File: src/sv/tevc_pkg.sv
// Shared constants, widths and types for the triangle edge vote check.
// Used by the channel interfaces, the register file and the top level.
// No dependencies.
`default_nettype none

package tevc_pkg;

    // Point limits and coordinate width.
    localparam int MAX_POINTS = 65536;
    localparam int COORD_BITS = 12;

    // Count width holds MAX_POINTS itself.
    localparam int CNT_W = $clog2(MAX_POINTS + 1);

    // Signed coordinate differences.
    localparam int DIFF_W = COORD_BITS + 1;

    // Numerator y1*dx + (x-x1)*dy, signed.
    localparam int NUM_W = 2 * DIFF_W;

    // Quotient magnitude bits that can still land near a point.
    localparam int QUO_W = COORD_BITS + 1;

    // Divider step counter.
    localparam int STEP_W = $clog2(QUO_W);

    // Signed prediction and window bounds.
    localparam int PRED_W = QUO_W + 2;

    // Near window and flat-line limit.
    localparam int NEAR_LIMIT = 10;
    localparam int FLAT_LIMIT = 2;

    // Register map.
    localparam int NUM_REGS = 6;
    localparam int IDX_W    = $clog2(NUM_REGS);
    localparam int ADDR_W   = IDX_W + 2;
    localparam int DATA_W   = 32;

    localparam logic [IDX_W-1:0] REG_AX = IDX_W'(0);
    localparam logic [IDX_W-1:0] REG_AY = IDX_W'(1);
    localparam logic [IDX_W-1:0] REG_BX = IDX_W'(2);
    localparam logic [IDX_W-1:0] REG_BY = IDX_W'(3);
    localparam logic [IDX_W-1:0] REG_CX = IDX_W'(4);
    localparam logic [IDX_W-1:0] REG_CY = IDX_W'(5);

    typedef logic [COORD_BITS-1:0] t_coord;

    // Candidate vertices as held in configuration.
    typedef struct packed {
        t_coord ax;
        t_coord ay;
        t_coord bx;
        t_coord by;
        t_coord cx;
        t_coord cy;
    } t_vertices;

endpackage

`default_nettype wire

File: src/sv/tevc_ifs.sv
// Valid/ready channel interfaces for edge points in and verdicts out.
// Depends on tevc_pkg.
`default_nettype none

interface tevc_pt_if;
    logic                valid;
    logic                ready;
    tevc_pkg::t_coord    point_x;
    tevc_pkg::t_coord    point_y;
    logic                last_point;

    modport source (output valid, output point_x, output point_y, output last_point,
                    input ready);
    modport sink   (input valid, input point_x, input point_y, input last_point,
                    output ready);
endinterface

interface tevc_res_if;
    logic                          valid;
    logic                          ready;
    logic                          is_triangle;
    logic [tevc_pkg::CNT_W-1:0]    points_matched;
    logic [tevc_pkg::CNT_W-1:0]    points_total;

    modport source (output valid, output is_triangle, output points_matched,
                    output points_total, input ready);
    modport sink   (input valid, input is_triangle, input points_matched,
                    input points_total, output ready);
endinterface

`default_nettype wire

File: src/sv/tevc_regs.sv
// APB-style configuration registers holding the three candidate vertices.
// Depends on tevc_pkg.
`default_nettype none

module tevc_regs (
    input  wire                          i_clk,
    input  wire                          i_rst_n,
    input  wire                          psel,
    input  wire                          penable,
    input  wire                          pwrite,
    input  wire [tevc_pkg::ADDR_W-1:0]   paddr,
    input  wire [tevc_pkg::DATA_W-1:0]   pwdata,
    output logic [tevc_pkg::DATA_W-1:0]  prdata,
    output logic                         pready,
    output tevc_pkg::t_vertices          o_vtx
);

    tevc_pkg::t_vertices          r_vtx;
    logic [tevc_pkg::IDX_W-1:0]   w_idx;
    logic                         w_wr;
    tevc_pkg::t_coord             w_wdata;
    tevc_pkg::t_coord             w_rdata;

    assign pready  = 1'b1;
    assign w_idx   = paddr[tevc_pkg::ADDR_W-1:2];
    assign w_wr    = psel && penable && pwrite && pready;
    assign w_wdata = pwdata[tevc_pkg::COORD_BITS-1:0];

    // Register writes complete in the access cycle; unknown indexes are dropped.
    always_ff @(posedge i_clk) begin
        if (!i_rst_n) begin
            r_vtx <= '0;
        end else if (w_wr) begin
            unique case (w_idx)
                tevc_pkg::REG_AX: begin r_vtx.ax <= w_wdata; end
                tevc_pkg::REG_AY: begin r_vtx.ay <= w_wdata; end
                tevc_pkg::REG_BX: begin r_vtx.bx <= w_wdata; end
                tevc_pkg::REG_BY: begin r_vtx.by <= w_wdata; end
                tevc_pkg::REG_CX: begin r_vtx.cx <= w_wdata; end
                tevc_pkg::REG_CY: begin r_vtx.cy <= w_wdata; end
                default: begin end
            endcase
        end
    end

    // Read back the addressed register, zero beyond the map.
    always_comb begin
        unique case (w_idx)
            tevc_pkg::REG_AX: w_rdata = r_vtx.ax;
            tevc_pkg::REG_AY: w_rdata = r_vtx.ay;
            tevc_pkg::REG_BX: w_rdata = r_vtx.bx;
            tevc_pkg::REG_BY: w_rdata = r_vtx.by;
            tevc_pkg::REG_CX: w_rdata = r_vtx.cx;
            tevc_pkg::REG_CY: w_rdata = r_vtx.cy;
            default:          w_rdata = '0;
        endcase
    end

    assign prdata = tevc_pkg::DATA_W'(w_rdata);
    assign o_vtx  = r_vtx;

endmodule

`default_nettype wire

File: src/sv/triangle_edge_vote_check.sv
// Each point is tested against the lines AB, AC and BC in turn; a line passes at most through
// the DIFF, MUL1, MUL2, SUM and ABS states, 13 divider steps and the CHK state.
// A new point is taken only in idle, after the previous point is done; the shared multiplier
// and the one-bit-per-cycle divider are reused for every line.
// A last point holds the block until the previous verdict is taken; its verdict is valid next.
// Synchronous active-low reset clears the vertices, counts, sequencer state and verdict valid.
// Depends on tevc_pkg, tevc_ifs and tevc_regs.
`default_nettype none

module triangle_edge_vote_check (
    input  wire                          i_clk,
    input  wire                          i_rst_n,
    tevc_pt_if.sink                      i_pt,
    tevc_res_if.source                   o_res,
    input  wire                          psel,
    input  wire                          penable,
    input  wire                          pwrite,
    input  wire [tevc_pkg::ADDR_W-1:0]   paddr,
    input  wire [tevc_pkg::DATA_W-1:0]   pwdata,
    output logic [tevc_pkg::DATA_W-1:0]  prdata,
    output logic                         pready
);

    localparam int CB = tevc_pkg::COORD_BITS;
    localparam int DW = tevc_pkg::DIFF_W;
    localparam int NW = tevc_pkg::NUM_W;
    localparam int QW = tevc_pkg::QUO_W;
    localparam int SW = tevc_pkg::STEP_W;
    localparam int PW = tevc_pkg::PRED_W;
    localparam int CW = tevc_pkg::CNT_W;

    // Sequencer states.
    localparam logic [3:0] ST_IDLE = 4'd0;
    localparam logic [3:0] ST_DIFF = 4'd1;
    localparam logic [3:0] ST_MUL1 = 4'd2;
    localparam logic [3:0] ST_MUL2 = 4'd3;
    localparam logic [3:0] ST_SUM  = 4'd4;
    localparam logic [3:0] ST_ABS  = 4'd5;
    localparam logic [3:0] ST_DIV  = 4'd6;
    localparam logic [3:0] ST_CHK  = 4'd7;
    localparam logic [3:0] ST_FIN  = 4'd8;

    // Line codes.
    localparam logic [1:0] LINE_AB = 2'd0;
    localparam logic [1:0] LINE_AC = 2'd1;
    localparam logic [1:0] LINE_BC = 2'd2;

    localparam logic signed [DW-1:0] FLAT_POS = DW'(tevc_pkg::FLAT_LIMIT);
    localparam logic signed [DW-1:0] FLAT_NEG = -FLAT_POS;
    localparam logic signed [PW-1:0] NEAR     = PW'(tevc_pkg::NEAR_LIMIT);
    localparam logic [CW-1:0]        CNT_MAX  = CW'(tevc_pkg::MAX_POINTS);

    tevc_pkg::t_vertices w_vtx;

    // Configuration registers.
    tevc_regs u_regs (
        .i_clk   (i_clk),
        .i_rst_n (i_rst_n),
        .psel    (psel),
        .penable (penable),
        .pwrite  (pwrite),
        .paddr   (paddr),
        .pwdata  (pwdata),
        .prdata  (prdata),
        .pready  (pready),
        .o_vtx   (w_vtx)
    );

    logic [3:0]              r_state;
    logic [1:0]              r_line;
    logic                    r_hit;
    logic                    r_last;
    tevc_pkg::t_coord        r_px;
    tevc_pkg::t_coord        r_py;
    tevc_pkg::t_coord        r_y1;
    logic signed [DW-1:0]    r_dx;
    logic signed [DW-1:0]    r_dy;
    logic signed [DW-1:0]    r_ex;
    logic signed [NW-1:0]    r_num;
    logic signed [NW-1:0]    r_prod;
    logic [NW-1:0]           r_rem;
    logic [NW-1:0]           r_dvs;
    logic [QW-1:0]           r_quo;
    logic                    r_qneg;
    logic [SW-1:0]           r_step;
    logic [CW-1:0]           r_mcnt;
    logic [CW-1:0]           r_tcnt;
    logic                    r_ovalid;
    logic                    r_otri;
    logic [CW-1:0]           r_om;
    logic [CW-1:0]           r_ot;

    logic                    w_in_xfer;
    logic                    w_out_xfer;
    tevc_pkg::t_coord        w_x1;
    tevc_pkg::t_coord        w_y1;
    tevc_pkg::t_coord        w_x2;
    tevc_pkg::t_coord        w_y2;
    logic signed [DW-1:0]    n_dx;
    logic signed [DW-1:0]    n_dy;
    logic signed [DW-1:0]    n_ex;
    logic                    w_flat;
    logic signed [DW-1:0]    w_ma;
    logic signed [DW-1:0]    w_mb;
    logic signed [NW-1:0]    w_prod;
    logic [NW-1:0]           w_nmag;
    logic [CB-1:0]           w_dmag;
    logic                    w_over;
    logic                    w_sub_ok;
    logic [NW-1:0]           w_sub;
    logic signed [PW-1:0]    w_qext;
    logic signed [PW-1:0]    w_pred;
    logic signed [PW-1:0]    w_pyext;
    logic                    w_near;
    logic                    w_line_done;
    logic [CW-1:0]           n_mcnt;
    logic [CW-1:0]           n_tcnt;
    logic [CW+2:0]           w_m5;
    logic [CW+2:0]           w_t4;
    logic                    w_out_free;

    assign w_in_xfer  = i_pt.valid && i_pt.ready;
    assign w_out_xfer = o_res.valid && o_res.ready;
    assign i_pt.ready = (r_state == ST_IDLE);

    // Endpoints of the line under test.
    always_comb begin
        unique case (r_line)
            LINE_AB: begin
                w_x1 = w_vtx.ax; w_y1 = w_vtx.ay; w_x2 = w_vtx.bx; w_y2 = w_vtx.by;
            end
            LINE_AC: begin
                w_x1 = w_vtx.ax; w_y1 = w_vtx.ay; w_x2 = w_vtx.cx; w_y2 = w_vtx.cy;
            end
            default: begin
                w_x1 = w_vtx.bx; w_y1 = w_vtx.by; w_x2 = w_vtx.cx; w_y2 = w_vtx.cy;
            end
        endcase
    end

    // Line differences and the flat-line shortcut.
    assign n_dx   = $signed({1'b0, w_x2}) - $signed({1'b0, w_x1});
    assign n_dy   = $signed({1'b0, w_y2}) - $signed({1'b0, w_y1});
    assign n_ex   = $signed({1'b0, r_px}) - $signed({1'b0, w_x1});
    assign w_flat = ((n_dx <= FLAT_POS) && (n_dx >= FLAT_NEG)) ||
                    ((n_dy <= FLAT_POS) && (n_dy >= FLAT_NEG));

    // Shared multiplier: y1*dx first, then (x-x1)*dy.
    assign w_ma   = (r_state == ST_MUL1) ? $signed({1'b0, r_y1}) : r_ex;
    assign w_mb   = (r_state == ST_MUL1) ? r_dx : r_dy;
    assign w_prod = w_ma * w_mb;

    // Magnitudes and the range guard: a quotient of more than QW bits is far off.
    assign w_nmag = r_num[NW-1] ? NW'(-r_num) : NW'(r_num);
    assign w_dmag = r_dx[DW-1] ? CB'(-r_dx) : CB'(r_dx);
    assign w_over = w_nmag >= (NW'(w_dmag) << QW);

    // Restoring divider step.
    assign w_sub_ok = r_rem >= r_dvs;
    assign w_sub    = r_rem - r_dvs;

    // Signed prediction against the near window around the point.
    assign w_qext  = $signed(PW'(r_quo));
    assign w_pred  = r_qneg ? -w_qext : w_qext;
    assign w_pyext = $signed(PW'(r_py));
    assign w_near  = (w_pred > (w_pyext - NEAR)) && (w_pred < (w_pyext + NEAR));

    assign w_line_done = (r_line == LINE_BC);

    // Saturating counts and the 80 percent vote.
    assign n_mcnt     = (r_hit && (r_mcnt < CNT_MAX)) ? r_mcnt + CW'(1) : r_mcnt;
    assign n_tcnt     = (r_tcnt < CNT_MAX) ? r_tcnt + CW'(1) : r_tcnt;
    assign w_m5       = ((CW+3)'(n_mcnt) << 2) + (CW+3)'(n_mcnt);
    assign w_t4       = (CW+3)'(n_tcnt) << 2;
    assign w_out_free = !r_ovalid || o_res.ready;

    // Sequencer and datapath registers.
    always_ff @(posedge i_clk) begin
        if (!i_rst_n) begin
            r_state <= ST_IDLE;
            r_line  <= LINE_AB;
            r_hit   <= 1'b0;
            r_mcnt  <= '0;
            r_tcnt  <= '0;
        end else begin
            unique case (r_state)
                ST_IDLE: begin
                    if (w_in_xfer) begin
                        r_px    <= i_pt.point_x;
                        r_py    <= i_pt.point_y;
                        r_last  <= i_pt.last_point;
                        r_line  <= LINE_AB;
                        r_hit   <= 1'b0;
                        r_state <= ST_DIFF;
                    end
                end
                ST_DIFF: begin
                    r_dx <= n_dx;
                    r_dy <= n_dy;
                    r_ex <= n_ex;
                    r_y1 <= w_y1;
                    if (w_flat) begin
                        r_hit   <= 1'b1;
                        r_state <= ST_FIN;
                    end else begin
                        r_state <= ST_MUL1;
                    end
                end
                ST_MUL1: begin
                    r_num   <= w_prod;
                    r_state <= ST_MUL2;
                end
                ST_MUL2: begin
                    r_prod  <= w_prod;
                    r_state <= ST_SUM;
                end
                ST_SUM: begin
                    r_num   <= r_num + r_prod;
                    r_state <= ST_ABS;
                end
                ST_ABS: begin
                    r_rem  <= w_nmag;
                    r_dvs  <= NW'(w_dmag) << (QW - 1);
                    r_qneg <= r_num[NW-1] ^ r_dx[DW-1];
                    r_quo  <= '0;
                    r_step <= SW'(QW - 1);
                    if (!w_over) begin
                        r_state <= ST_DIV;
                    end else if (w_line_done) begin
                        r_state <= ST_FIN;
                    end else begin
                        r_line  <= r_line + 2'd1;
                        r_state <= ST_DIFF;
                    end
                end
                ST_DIV: begin
                    if (w_sub_ok) begin
                        r_rem <= w_sub;
                    end
                    r_quo  <= {r_quo[QW-2:0], w_sub_ok};
                    r_dvs  <= r_dvs >> 1;
                    r_step <= r_step - SW'(1);
                    if (r_step == '0) begin
                        r_state <= ST_CHK;
                    end
                end
                ST_CHK: begin
                    if (w_near) begin
                        r_hit   <= 1'b1;
                        r_state <= ST_FIN;
                    end else if (w_line_done) begin
                        r_state <= ST_FIN;
                    end else begin
                        r_line  <= r_line + 2'd1;
                        r_state <= ST_DIFF;
                    end
                end
                ST_FIN: begin
                    if (!r_last) begin
                        r_mcnt  <= n_mcnt;
                        r_tcnt  <= n_tcnt;
                        r_state <= ST_IDLE;
                    end else if (w_out_free) begin
                        r_mcnt  <= '0;
                        r_tcnt  <= '0;
                        r_state <= ST_IDLE;
                    end
                end
                default: begin
                    r_state <= ST_IDLE;
                end
            endcase
        end
    end

    // Verdict output register; a new verdict loads once the previous one is taken.
    always_ff @(posedge i_clk) begin
        if (!i_rst_n) begin
            r_ovalid <= 1'b0;
        end else if ((r_state == ST_FIN) && r_last && w_out_free) begin
            r_ovalid <= 1'b1;
            r_otri   <= w_m5 > w_t4;
            r_om     <= n_mcnt;
            r_ot     <= n_tcnt;
        end else if (w_out_xfer) begin
            r_ovalid <= 1'b0;
        end
    end

    assign o_res.valid          = r_ovalid;
    assign o_res.is_triangle    = r_otri;
    assign o_res.points_matched = r_om;
    assign o_res.points_total   = r_ot;

endmodule

`default_nettype wire
File: src/flat_wrapper.sv
// flat-port wrapper written by rule: the top's interface ports become plain ports
module triangle_edge_vote_check_flat 
  (i_clk, i_rst_n, psel, penable, pwrite, paddr, pwdata, prdata, pready, i_pt_valid, i_pt_point_x, i_pt_point_y, i_pt_last_point, i_pt_ready, o_res_valid, o_res_is_triangle, o_res_points_matched, o_res_points_total, o_res_ready);
  tevc_pt_if i_pt_i ();
  tevc_res_if o_res_i ();
  input  wire i_clk;
  input  wire i_rst_n;
  input  wire psel;
  input  wire penable;
  input  wire pwrite;
  input  wire [tevc_pkg::ADDR_W-1:0] paddr;
  input  wire [tevc_pkg::DATA_W-1:0] pwdata;
  output logic [tevc_pkg::DATA_W-1:0] prdata;
  output logic pready;
  input wire logic [$bits(i_pt_i.valid)-1:0] i_pt_valid;
  input wire logic [$bits(i_pt_i.point_x)-1:0] i_pt_point_x;
  input wire logic [$bits(i_pt_i.point_y)-1:0] i_pt_point_y;
  input wire logic [$bits(i_pt_i.last_point)-1:0] i_pt_last_point;
  output wire logic [$bits(i_pt_i.ready)-1:0] i_pt_ready;
  output wire logic [$bits(o_res_i.valid)-1:0] o_res_valid;
  output wire logic [$bits(o_res_i.is_triangle)-1:0] o_res_is_triangle;
  output wire logic [$bits(o_res_i.points_matched)-1:0] o_res_points_matched;
  output wire logic [$bits(o_res_i.points_total)-1:0] o_res_points_total;
  input wire logic [$bits(o_res_i.ready)-1:0] o_res_ready;
  assign i_pt_i.valid = i_pt_valid;
  assign i_pt_i.point_x = i_pt_point_x;
  assign i_pt_i.point_y = i_pt_point_y;
  assign i_pt_i.last_point = i_pt_last_point;
  assign i_pt_ready = i_pt_i.ready;
  assign o_res_valid = o_res_i.valid;
  assign o_res_is_triangle = o_res_i.is_triangle;
  assign o_res_points_matched = o_res_i.points_matched;
  assign o_res_points_total = o_res_i.points_total;
  assign o_res_i.ready = o_res_ready;
  triangle_edge_vote_check u_core (.i_clk(i_clk), .i_rst_n(i_rst_n), .i_pt(i_pt_i), .o_res(o_res_i), .psel(psel), .penable(penable), .pwrite(pwrite), .paddr(paddr), .pwdata(pwdata), .prdata(prdata), .pready(pready));
endmodule
File: config.mk
export PLATFORM = sky130hd
export DESIGN_NAME = triangle_edge_vote_check_flat
export DESIGN_NICKNAME = d
export VERILOG_FILES = /design/src/sv/tevc_pkg.sv /design/src/sv/tevc_ifs.sv /design/src/sv/tevc_regs.sv /design/src/sv/triangle_edge_vote_check.sv /design/src/flat_wrapper.sv
export SDC_FILE = /design/constraint.sdc
export NUM_CORES = 1
export LEC_CHECK = 0
export BUFFER_PORTS_ARGS = -buffer_cell sky130_fd_sc_hd__clkbuf_2
export CORE_MARGIN = 10
export CORE_UTILIZATION = 52
export DETAILED_ROUTE_END_ITERATION = 16
export PLACE_DENSITY_LB_ADDON = 0.2
export SLEW_MARGIN = 20
export SYNTH_ARGS = -nofsm -noshare
export SYNTH_HDL_FRONTEND = slang
export SYNTH_SLANG_ARGS = --single-unit
File: constraint.sdc
create_clock -name i_clk -period 7.37 [get_ports i_clk]
set_input_delay 0.3685 -clock i_clk [delete_from_list [all_inputs] [get_ports i_clk]]
set_output_delay 0.3685 -clock i_clk [all_outputs]
set_load 0.05 [all_outputs]
Yosys cells after proc, flatten, opt, wreduce, memory -nomap -nowiden
Cells that the tools add are included.

Add/subtract/negate cells: 15. $mul: 1. $lt $le $gt $ge: 11. Eq/ne operators: 24. Muxes and demuxes: 41. Bitwise logic cells: 1. Reductions and logical operators: 41.

Operator list (number): $pmux 26 s2 (3); $mux 17 (5); $pmux 12 s6 (1); $mux 12 (5); $mux 26 (2); $sub 12x12->13 (3); $pmux 4 s9 (1); $add 17x1->17 const B (2); $lt 17x17->1 const B (2); $mux 4 (8); $add 26x26->26 (1); $ge 13x2->1 const B (2); $ge 26x25->1 (1); $ge 26x26->1 (1); $le 13x3->1 const B (2); $mul 13x13->26 (1); $mux 13 (2); $neg 26->26 (1); $pmux 13 s2 (1); $reduce_and 2->1 (13); $sub 26x26->26 (1); $add 19x17->20 (1); $gt 20x19->1 (1); $eq 4x3->1 const B (4); other kinds (37) (70).

Bits in registers: 347. Input port bits: 69. Output and inout bits: 70. Word-level logic and storage cells: 163.

Depth between registers and ports, before layout
Word-level depth: 9. Depth in mapped cells: 29. Gate-level depth less buffers: 26.

Hierarchy
A second synthesis with hierarchy kept.

Cells, all modules: 2978. Area total of the unflattened synthesis: 28403.5 sq um.

By module, submodules not included: triangle_edge_vote_check (times used 1, cells each 2623, area an instance 24990.2 sq um, sequential area each 7777.5 sq um); tevc_regs (times used 1, cells each 355, area an instance 3413.3 sq um, sequential area each 1441.4 sq um).

Least setup slack after synthesis
Ideal clock, no wire load.

Path type: flip-flop to flip-flop. Start point: register u_core.r_state[2]. End point: register u_core.r_num[25], data pin. Setup time: 0.261 ns. Data arrival time: 7.332 ns. Required time: 7.109 ns. Slack: -0.222 ns. Stages on the path, launching flop included: 26. Buffers on the path: 3. Clock period less this slack: 7.592 ns. Cells stage by stage: dfxtp_1 > clkbuf_1 > nor3_1 > clkbuf_1 > clkbuf_1 > mux2i_1 > nor2_1 > fa_1 > inv_1 > fa_1 > inv_1 > fa_1 > fa_1 > fa_1 > inv_1 > fa_1 > inv_1 > ha_1 > and4_1 > and3_2 > a221o_2 > o41a_1 > a41o_1 > o41ai_4 > xnor2_1 > o2bb2ai_1.

Word-level cells in the longest chain between the ends: 4. Elaborated cells between the ends (all ways): 6. Those cells by class: mul (1); eq/ne (2); mux (3).

Ends and longest elaborated chain: start, declared (RTL line triangle_edge_vote_check.sv:69) `logic [3:0] r_state;`; start signal, assigned (RTL line triangle_edge_vote_check.sv:180) `r_state <= ST_IDLE;`; start signal, assigned (RTL line triangle_edge_vote_check.sv:194) `r_state <= ST_DIFF;`; start signal, assigned (RTL line triangle_edge_vote_check.sv:204) `r_state <= ST_FIN;`; $eq 4x2->1 (*) (RTL line triangle_edge_vote_check.sv:149, triangle_edge_vote_check.sv:150); $mux 13, on equally long branches (RTL line triangle_edge_vote_check.sv:149, triangle_edge_vote_check.sv:150); $mul 13x13->26 (*) (RTL line triangle_edge_vote_check.sv:151) `assign w_prod = w_ma * w_mb;`; net u_core.w_prod[25] (RTL line triangle_edge_vote_check.sv:105) `logic signed [NW-1:0] w_prod;`; $pmux 26 s2 (*) (RTL line triangle_edge_vote_check.sv:186) `unique case (r_state)`; end signal, assigned (RTL line triangle_edge_vote_check.sv:210) `r_num <= w_prod;`; end signal, assigned (RTL line triangle_edge_vote_check.sv:218) `r_num <= r_num + r_prod;`; end, declared (RTL line triangle_edge_vote_check.sv:79) `logic signed [NW-1:0] r_num;`.

The timed path passes the listed nets; every way through them passes the cells marked *. A chain may end at the register's enable or synchronous reset.

Worst setup path in the final report
Start point: register u_core.r_state[0]. End point: register u_core.r_num[25], data pin.

Same word-level chain as after synthesis.

==> run_results.csv <==
group,metric,value,unit
run_status,status,"complete, no violations",
route,antenna_left,0,
logic_synthesis,ys_types,83,
worst_setup_path,startpoint_type,"flip-flop",
final_layout,drive_gt1_share,11.7,%
final_layout,seq_area,9230,um2
global_route,grt_start_max_net_pins,108,
hold_path,holdPathStages,3,
worst_setup_path,r2r_end,"u_core.r_num[25]$_DFFE_PP_",
worst_setup_path,max_stage_delay,0.58,ns
timing,setup_viol,0,
timing,hold_violations,0,
global_route,grt_pass1_wl,119,mm
hold_path,min_from,"pwdata[11]",
timing,slew_viol_final,0,
final_layout,final_util,59.6,%
logic_synthesis,synth_warnings,0,
timing,max_freq,138,MHz
timing,slew_headroom,27.2,%
logic_synthesis,synth.most_common_cell,"nand2_1",
worst_setup_path,r2r-start,"u_core.r_state[0]$_SDFFE_PN0P_",
logic_synthesis,synth.top_cell.area_share,24.3,%
floorplan,die_y,254,um
floorplan,ios,139,
global_route,antenna_found_initial,1,
route,vias_per_cell,5.73,
clocking,cts_max_level,2,
route,drc_errors,0,
final_layout,diodes,0,
final_layout,nets,3639,
logic_synthesis,synth_edf_count,231,
logic_synthesis,syn_inst,3007,
clocking,cts.clk_slew.worst_paths,0.06,ns
route,drt_wl_total,74.8,mm
worst_setup_path,ff2ff_setup_slack,0.11,ns
logic_synthesis,synth_top_area_cell,"edfxtp_1",
clocking,clock_path_buffers,3,
final_layout,n_fill_cell,4697,
timing,period_share,98.5,%
route,vias,22300,
place,gp_congestion,0.926,
logic_synthesis,post_synth.cell_area_avg,9.49,um2
route,first_pass_iters,5,
worst_setup_path,critPathKind,"flip-flop to flip-flop",
timing,layout_min_cycle_time,7.26,ns
route,drtIter0Drc,1454,
hold_path,hp-class,"input pin to flip-flop",
flow_run,cap_violations,0,
place,place.port_buffers,95,
worst_setup_path,cp_max_fo,4,
clocking,cts_made_buffers,40,
hold_path,min_to,"u_core.u_regs.o_vtx[59]$_SDFFE_PN0P_",
clocking,clock-sinks,345,
final_layout,multi_input_area,18100,um2
logic_synthesis,synth_area_leaders,"edfxtp_1 (24%), fa_1 (12%), ha_1 (10%), dfxtp_1 (8.0%), nand2_1 (4.3%)",
worst_setup_path,timing.critical_path.mode_cell,"fa_1",
route,wl_per_cell,19.2,um
floorplan,std_cell_rows,85,
global_route,grt_usage,22.8,%
global_route,overflow,0,
clocking,cts_tree,"done",
floorplan,die_w,254,um
floorplan,core,54000,um2
timing,rsz0062_at_grt,"true",
clocking,cts_root_buf,"clkbuf_16",
route,top_layer,"met5",
place,place_hpwl,56.2,mm
route,wl_met2,36.6,mm
logic_synthesis,yosys-top-cells-count,"nand2_1 (328), inv_1 (284), nor2_1 (252)",
worst_setup_path,r2r_cells,25,
logic_synthesis,synth-async-reset-ratio,0,%
worst_setup_path,cpMaxStageDelayCell,"fa_1",
logic_synthesis,synth_area,28500,um2
route,met3_length,3.98,mm
logic_synthesis,synth-seq-cells,345,
worst_setup_path,worstSetupEndpointType,"flip-flop",
route,drt-met1-wl,32.0,mm
worst_setup_path,crit_required,7.68,ns
timing,worst_pin_slew,1.08,ns
clocking,clkLatencyLatePin,0.61,ns
logic_synthesis,ys_seq_area_share,32.3,%
worst_setup_path,worstPathArrival,7.57,ns
floorplan,die_area,64600,um2
global_route,grt_pass1_vias,22200,
timing,finalClockSkew,0.0447,ns
logic_synthesis,synth_top_flop_cell,"edfxtp_1",
final_layout,syn_to_final_growth,12.9,%
floorplan,start_util,52.8,%
[through the flow]
stage | cells | setup slack, ns | cell area [um2] | hold WS (ns) | setup TNS [ns]
after global routing | 3896 | -0.106 | 32200 | 0.0950 | -0.106
after floorplan | 3026 | 0.0172 | 28600 | 0.451 | 0
final | 3896 | 0.107 | 32200 | 0.0706 | 0
after global placement | 3771 | 0.151 | 30100 | 0.461 | 0
after CTS | 3872 | 0.0286 | 31700 | 0.0502 | 0
after detailed placement | 3771 | 0.0441 | 30100 | 0.481 | 0
[worst max-delay path, delay by kind of cell (launching register included)]
family	cells	cell delay, ns
compound gates	8	2.21
xor+xnor	1	0.13
fa+ha+maj	7	3.07
buf+inv	5	0.52
flops	1	0.35
mux	1	0.24
simple gates	3	0.45
[layer usage]
layer  vias to the layer above  track usage, %
met1                     10900            29.7
li1                      10700               -
met4                         2            6.96
met5                         -               0
met3                       130            3.13
met2                       613            38.8
[logic make-up (layout without fill, tap and decap cells)]
group           Yosys count  in the layout  share of synthesized area (%)
xor+xnor                200            200                           6.14
compound gates          524            524                           12.1
flops                   345            345                           32.3
buf+inv                 405            579                           5.61
simple gates            976            976                           16.2
mux                     153            153                           5.55
fa+ha+maj               402            402                           22.1
other cells               2             21                         0.0263
[state kept, by name, indices dropped and copies added, names as in the netlist, 4 cells and up]
register                     flops
u_core.o_res.points_matched     17
u_core.r_px                     12
u_core.r_step                    4
u_core.r_dy                     13
u_core.u_regs.o_vtx             72
u_core.o_res.points_total       17
u_core.r_quo                    13
u_core.r_prod                   26
u_core.r_num                    26
u_core.r_dvs                    24
u_core.r_y1                     12
u_core.r_rem                    26
u_core.r_state                   4
u_core.r_dx                     13
u_core.r_py                     12
u_core.r_mcnt                   17
u_core.r_ex                     13
u_core.r_tcnt                   17
[layout make-up]
cell class | count | area share [%]
well taps | 696 | 2.70
flip-flops and latches | 345 | 28.6
clock inverters | 20 | 0.695
clock buffers | 54 | 3.39
repair buffers | 221 | 5.03
inverters | 284 | 3.31
multi-input cells | 2276 | 56.2
[cells in the final DEF, fill, tap and decap left out, types with 12 or more instances in the layout]
master         instances
ha_1                 222
nor4_1                12
nor3_1                48
o21ai_0              112
inv_1                273
nor2_1               245
nand2b_1              35
and2_1                21
xnor2_1              124
nor2b_1              104
fa_1                 165
nand2_1              324
mux2_2                32
dlygate4sd3_1         25
buf_4                 86
o31ai_1               19
or3_1                 22
o21a_1                25
mux2i_1              110
clkbuf_16             41
clkbuf_2              94
dfxtp_1              110
ha_4                  12
a22oi_1               27
a21o_1                38
nand4_1               23
and3_1                36
a21boi_0              30
a211oi_1              22
conb_1                21
edfxtp_1             231
nand3_1               40
a21oi_1              135
xor2_1                76
[how the worst max path moves through the flow]
| stage | startpoint | to | slack (ns) | cells after the start |
|---|---|---|---|---|
| global route | u_core.r_state[0]$_SDFFE_PN0P_ | u_core.r_num[25]$_DFFE_PP_ | -0.11 | 26 |
| CTS | u_core.r_state[0]$_SDFFE_PN0P_ | u_core.r_num[25]$_DFFE_PP_ | 0.03 | 25 |
| finish | u_core.r_state[0]$_SDFFE_PN0P_ | u_core.r_num[25]$_DFFE_PP_ | 0.11 | 25 |
| floorplan | u_core.r_state[2]$_SDFFE_PN0P_ | u_core.r_num[25]$_DFFE_PP_ | 0.02 | 25 |
| detailed placement | u_core.r_state[0]$_SDFFE_PN0P_ | u_core.r_num[25]$_DFFE_PP_ | 0.04 | 26 |
| global placement | u_core.r_state[0]$_SDFFE_PN0P_ | u_core.r_num[25]$_DFFE_PP_ | 0.15 | 26 |
[repair_timing]
action	CTS	global route
gates resized for setup	1	66
gates cloned	0	2
hold buffers	25	0
endpoints found under the hold margin	25	0
pin swaps	0	40
setup endpoints to repair	1	7
buffers inserted	2	23
Power is left out: the tool's default activity adds up to more than one toggle a clock period on the data nets, which glitch-free logic cannot reach.
